## src/hw/rtl/rbst_pkg.sv

```systemverilog
// Shared constants, register codes and types for the ray versus box slab test.
package rbst_pkg;

  localparam int AXES      = 3;
  localparam int Q_W       = 32;
  localparam int DIFF_W    = Q_W + 1;
  localparam int CFG_IDX_W = 3;

  localparam int DIV_STEPS = 32;
  localparam int DIV_LAT   = DIV_STEPS + 3;
  localparam int LANE_LAT  = DIV_LAT + 1;
  localparam int MERGE_LAT = 2;
  localparam int PIPE_LAT  = LANE_LAT + MERGE_LAT;

  localparam int OUT_DEPTH = 2;
  localparam int OUT_PTR_W = 1;
  localparam int OUT_CNT_W = 2;

  localparam logic [Q_W-1:0] Q_MAX     = 32'h7FFF_FFFF;
  localparam logic [Q_W-1:0] Q_MIN     = 32'h8000_0000;
  localparam logic [Q_W-1:0] Q_NEG_LIM = 32'h8000_0000;

  typedef enum logic [CFG_IDX_W-1:0] {
    REG_BOX_LOW_X  = 3'd0,
    REG_BOX_LOW_Y  = 3'd1,
    REG_BOX_LOW_Z  = 3'd2,
    REG_BOX_HIGH_X = 3'd3,
    REG_BOX_HIGH_Y = 3'd4,
    REG_BOX_HIGH_Z = 3'd5
  } rbst_reg_t;

  typedef struct packed {
    logic                  bounded;
    logic                  in_slab;
    logic signed [Q_W-1:0] t_min;
    logic signed [Q_W-1:0] t_max;
  } rbst_slab_t;

endpackage

```

## src/hw/rtl/rbst_merge.sv

```systemverilog
// Merge stages: intersect the intervals of the bounded lanes and combine the slab checks.
module rbst_merge (
  input  logic                                            clk,
  input  logic                                            en,
  input  rbst_pkg::rbst_slab_t [rbst_pkg::AXES-1:0]       slab,
  output logic                                            hit
);

  logic signed [rbst_pkg::Q_W-1:0] lo_max_c;
  logic signed [rbst_pkg::Q_W-1:0] hi_min_c;
  logic                            inside_c;
  logic signed [rbst_pkg::Q_W-1:0] lo_max;
  logic signed [rbst_pkg::Q_W-1:0] hi_min;
  logic                            inside_all;

  always_comb begin
    lo_max_c = rbst_pkg::Q_MIN;
    hi_min_c = rbst_pkg::Q_MAX;
    inside_c = 1'b1;
    for (int a = 0; a < rbst_pkg::AXES; a++) begin
      inside_c = inside_c & slab[a].in_slab;
      if (slab[a].bounded && slab[a].t_min > lo_max_c) begin
        lo_max_c = slab[a].t_min;
      end
      if (slab[a].bounded && slab[a].t_max < hi_min_c) begin
        hi_min_c = slab[a].t_max;
      end
    end
  end

  always_ff @(posedge clk) begin
    if (en) begin
      lo_max     <= lo_max_c;
      hi_min     <= hi_min_c;
      inside_all <= inside_c;
      hit        <= inside_all && (lo_max <= hi_min);
    end
  end

endmodule

```

## config.mk

```make
export PLATFORM = sky130hd
export DESIGN_NAME = rbst_merge
export DESIGN_NICKNAME = d
export VERILOG_FILES = /design/src/hw/rtl/rbst_pkg.sv /design/src/hw/rtl/rbst_merge.sv
export SDC_FILE = /design/constraint.sdc
export NUM_CORES = 1
export LEC_CHECK = 0
export BUFFER_PORTS_ARGS = -buffer_cell sky130_fd_sc_hd__buf_2
export CAP_MARGIN = 10
export CORE_UTILIZATION = 50
export CTS_BUF_LIST = sky130_fd_sc_hd__clkbuf_8
export DETAILED_ROUTE_END_ITERATION = 12
export MAX_ROUTING_LAYER = met4
export PLACE_DENSITY = 0.73
export SKIP_LAST_GASP = 1
export SYNTH_ARGS = -nofsm -noshare
export SYNTH_HDL_FRONTEND = slang
export SYNTH_SLANG_ARGS = --single-unit
```

## constraint.sdc

```tcl
create_clock -name clk -period 7.9 [get_ports clk]
set_input_delay 1.58 -clock clk [delete_from_list [all_inputs] [get_ports clk]]
set_output_delay 1.58 -clock clk [all_outputs]
set_load 0.1 [all_outputs]
```

### Word level (Yosys, flattened, before mapping)

Cells that the tools add are included.

| storage, ports and cells | value |
|---|---|
| bits in registers | 66 |
| bits in latches | 0 |
| bits in writable memories | 0 |
| bits in read-only memories | 0 |
| input port bits | 200 |
| logic and storage cells | 26 |
| memories kept | 0 |

| cells by class | value |
|---|---|
| add/sub/neg operators | 0 |
| multiply operators | 0 |
| div/mod/pow operators | 0 |
| order comparisons | 7 |
| eq/ne operators | 0 |
| shifts and indexed selects | 0 |
| muxes and demuxes | 6 |
| bitwise operators | 2 |
| reduce and logical (&&, ||, !) cells | 7 |

Operators by type and width:

| kind | number |
|---|---|
| 2-to-1 mux 32 bit | 6 |
| > comparator 32 bit | 2 |
| < comparator 32 bit | 2 |
| > comparator 32 bit (second input constant) | 1 |
| less-or-equal comparator 32 bit | 1 |
| < comparator 32 bit (second input constant) | 1 |
| logical AND 1 bit | 7 |
| bitwise AND 1 bit | 2 |

### Longest topological paths before layout

| logic depth | value |
|---|---|
| depth in word-level cells | 9 |
| gate-level depth with buffers | 28 |
| gate-level depth less buffers | 22 |

### Least setup slack after synthesis

No wires, ideal clock.

| timing | value |
|---|---|
| kind | input to register |
| start | input slab[58] in the netlist's numbering |
| end | register lo_max[27] in the netlist's numbering, data pin |
| library setup time | 269 ps |
| arrival | 6610 ps |
| slack | 1021 ps |
| cell stages on the path | 27 |
| buffers on the path | 7 |
| cells stage by stage | nor4b_1 > nand4_1 > o21a_1 > clkbuf_1 > clkbuf_1 > nor2b_1 > ha_1 > buf_4 > and4_1 > and3_1 > nand2_1 > o41a_1 > buf_2 > buf_6 > buf_2 > a41oi_1 > nand2_1 > ha_1 > nand4_1 > nor4b_1 > nand3_1 > nor3_1 > o311ai_1 > a21o_1 > nand3_1 > buf_2 > mux2i_1 |

| between the ends | value |
|---|---|
| cells in the longest elaborated chain, start to end | 9 |

Ends and longest elaborated chain:

| what | line | RTL |
|---|---|---|
| start: declaration | rbst_merge.sv:5 | `input rbst_pkg::rbst_slab_t [rbst_pkg::AXES-1:0] slab,` |
| > comparator 32 bit | rbst_merge.sv:22 | `if (slab[a].bounded && slab[a].t_min > lo_max_c) begin` |
| logical AND 1 bit | rbst_merge.sv:22 |  |
| 2-to-1 mux 32 bit * | rbst_merge.sv:22 |  |
| > comparator 32 bit | rbst_merge.sv:22 |  |
| logical AND 1 bit | rbst_merge.sv:22 |  |
| 2-to-1 mux 32 bit * | rbst_merge.sv:22 |  |
| > comparator 32 bit | rbst_merge.sv:22 |  |
| logical AND 1 bit | rbst_merge.sv:22 |  |
| 2-to-1 mux 32 bit * | rbst_merge.sv:22 |  |
| net lo_max_c (one bit) | rbst_merge.sv:9 | `logic signed [rbst_pkg::Q_W-1:0] lo_max_c;` |
| end signal: assignment | rbst_merge.sv:33 | `lo_max <= lo_max_c;` |
| end: declaration | rbst_merge.sv:12 | `logic signed [rbst_pkg::Q_W-1:0] lo_max;` |

Mark *: on every way through the listed nets, which the timed path passes. The rest lies on a longest branch.
A chain may end at the register's enable or synchronous reset.

### Worst setup path in the final report

| timing | value |
|---|---|
| start | input slab[51] in the netlist's numbering |
| end | register lo_max[31] in the netlist's numbering, data pin |

The elaborated chain is that of the path after synthesis.

==> out/qor.yml <==
outcome:
  status: "completed"
clock_network:
  cts_buffers: 9
  cts_tree: "built"
  ctsHoldBuffers: 0
  cts-htree-levels: 3
  clk_pin_slew_ns: 0.07
  cts-root-buf: "clkbuf_8"
  clk_latency_ns: 0.36
  numClockSinks: 66
  post_cts_buffers: 0
  clk_path_buf_depth: 2
timing:
  fin_crit_ns: 7.52
  drv_slew: 0
  worst_pin_slew_ns: 0.850
  fmax_ghz: 0.133
  fin_crit_sh: 0.951
  setup-tns-final_ns: 0
  skew_ns: 0.00779
  finalHoldViolations: 0
  setup_viol: 0
  rsz0062_at_grt: "false"
  relSlewSlack: 0.433
synthesis:
  synth_most_common_cell: "ha_1"
  synth_top_area_share: 0.206
  synth_seq_cells: 66
  syn-num-nets: 1549
  synth_common_cells: "ha_1 (158), nor2_1 (139), nand4_1 (95)"
  synth_area_leaders: "edfxtp_1 (21%), ha_1 (21%), nand4_1 (6.2%), nor2_1 (5.4%), nand2_1 (3.3%)"
  syn_area_sq_um: 9610
  synth_top_cell_by_area: "edfxtp_1"
  avgSynthCellArea_sq_um: 8.07
  ys_types: 56
  synthCells: 1191
  synthFlopType: "edfxtp_1"
  synthArstFlopShare: 0
  synth_edf_count: 66
  yosys_warnings: 0
  ys_seq_area_frac: 0.206
worst_setup_path:
  path_class: "input port to flip-flop"
  end_kind: "flip-flop"
  worstPathMaxFanout: 33
  rrSetupSlack_ns: 5.06
  arrival_ns: 7.71
  worstPathRequired_ns: 8.10
  cp-start-kind: "input port"
power_and_ir_drop:
  swShare: 0.387
  p_leak_uw: 0.00501
  vdd_ir_drop_max_v: 0.0000863
  power.total_uw: 1550
  internal_power_uw: 949
  p_per_area_nw_per_um2: 140
  p_sw_uw: 600
  p_comb_frac: 0.484
  pwr-share-seq: 0.314
  pwr-share-clk: 0.202
detailed_routing:
  first_iter_violations: 679
  firstDrtPassIters: 5
  vias_per_cell: 6.23
  wire_per_inst_microns: 17.8
  finalWirelength_microns: 28400
  num_vias: 9894
  drc: 0
  antenna_left: 0
placed_design:
  dp_cells: 1573
  routabilityCongestion: 0.966
  placed_cell_area_sq_um: 10800
  dpl.hpwl_microns: 23600
  numPortBuffers: 200
layout:
  fillerInstances: 1738
  multiInputGateArea_sq_um: 7030
  num_antenna_cells: 0
  final_area_sq_um: 11000
  final_cells: 1589
  drive_gt1_frac: 0.210
  area_growth_pct: 14.8
  seqCellArea_sq_um: 1980
  nets: 1708
grt:
  grt_use_total: 0.294
  grt_pass1_vias: 8951
  overflow: 0
  grt_pass1_wl_microns: 44900
  grt_max_degree: 86
  grt_antenna_before_repair: 0
job:
  maxCapViolations: 0
floorplan:
  die_h_microns: 141
  ios: 201
  rows: 50
  dieArea_sq_um: 19800
  initial_core_util: 0.512
  dieWidth_microns: 141
  core-area_sq_um: 18800
min_path:
  worst_hold_path_type: "flip-flop to flip-flop"
-- final timing paths --
| check | from | cells past startpoint | endpoint |
|---|---|---|---|
| worst max-delay path | slab[51] | 25 | lo_max[31] |
| worst min-delay path | inside_all | 1 | hit |
| worst max register to register | hi_min[25] | 10 | hit |
| worst min register to register | inside_all | 1 | hit |
-- power by group through the flow --
stage / logic, uW / registers (uW) / clock network, uW
finish: 749 / 487 / 313
global route: 842 / 491 / 330
CTS: 740 / 488 / 317
detailed placement: 737 / 494 / 0
global placement: 721 / 495 / 0
floorplan: 506 / 486 / 0
-- per-stage QoR --
step	setup slack [ns]	hold slack, ns	utilization
2_1_floorplan	1.02	0.515	-
3_3_place_gp	0.219	0.599	0.576
3_5_place_dp	0.110	0.618	0.576
4_1_cts	0.470	0.653	0.588
5_1_grt	0.0179	0.663	0.588
6_report	0.384	0.626	0.588
-- state kept, by name (all words and copies together) (netlist names) --
name	cells
hi_min	32
lo_max	32
inside_all	1
hit	1
-- repair_timing --
item	CTS	global route
setup endpoints to repair	0	6
resized for setup	0	1
endpoints found under the hold margin	0	0
-- worst max-delay path, cell delays in order --
cell and delay (ns):
buf_2 0.11, nor4_1 0.52, nand4_1 0.26, o21a_2 0.37
buf_4 0.25, nand2_1 0.14, ha_1 0.24, and4_1 0.16
a221o_1 0.29, o21ai_1 0.17, o211a_2 0.49, buf_4 0.38
nand4_1 0.14, o2111ai_1 0.25, nor3_2 0.10, ha_1 0.28
and4_1 0.18, nor4b_1 0.35, nand3_1 0.16, nor3_1 0.29
o311ai_1 0.18, a21o_1 0.21, nand3_2 0.08, buf_4 0.29
mux2i_1 0.24
-- final cells by class --
| class | count | share of cell area |
|---|---|---|
| clock buffers | 9 | 0.0112 |
| clock inverters | 7 | 0.00850 |
| inverters | 72 | 0.0245 |
| multi-input cells | 971 | 0.637 |
| flip-flops and latches | 66 | 0.180 |
| well taps | 234 | 0.0265 |
| repair buffers | 230 | 0.112 |
-- metal layers --
metal,GRT usage,share of wire
met5,-,0
met4,0.0526,0.014
met1,0.403,0.45
met2,0.470,0.46
met3,0.0346,0.071
-- cells by family (layout without fill, tap and decap cells) --
kind of cell               count (synthesis)  after routing  share of synthesized area
AOI/OAI and AO/OA                        237            237                      0.166
muxes                                     33             33                     0.0346
and+or+nand+nor                          543            543                      0.321
DFF                                       66             66                      0.206
buffers and inverters                    154            318                     0.0666
adders and majority gates                158            158                      0.206
-- placed cells by master (no fill, tap or decap), types with 8 or more instances in the layout --
cell | Yosys | final
a21oi_1 | 39 | 38
and2_1 | 33 | 33
nor3_2 | 26 | 26
or3_1 | 32 | 32
nor4_1 | 12 | 12
mux2i_1 | 31 | 31
nand2_1 | 84 | 84
inv_1 | 72 | 73
nand3_1 | 20 | 19
buf_4 | 3 | 29
o211ai_1 | 9 | 9
nor2b_1 | 8 | 8
o21ai_0 | 49 | 49
o2111ai_1 | 30 | 30
ha_1 | 158 | 157
nand4_1 | 95 | 95
edfxtp_1 | 66 | 66
nor2_1 | 139 | 139
buf_2 | 17 | 200
o22ai_1 | 31 | 31
nand4b_1 | 31 | 31
and4_1 | 34 | 34
a21o_1 | 22 | 22
o21a_1 | 15 | 14
nor3_1 | 11 | 11
clkbuf_8 | 0 | 9
(Power assumes the default switching activity.)
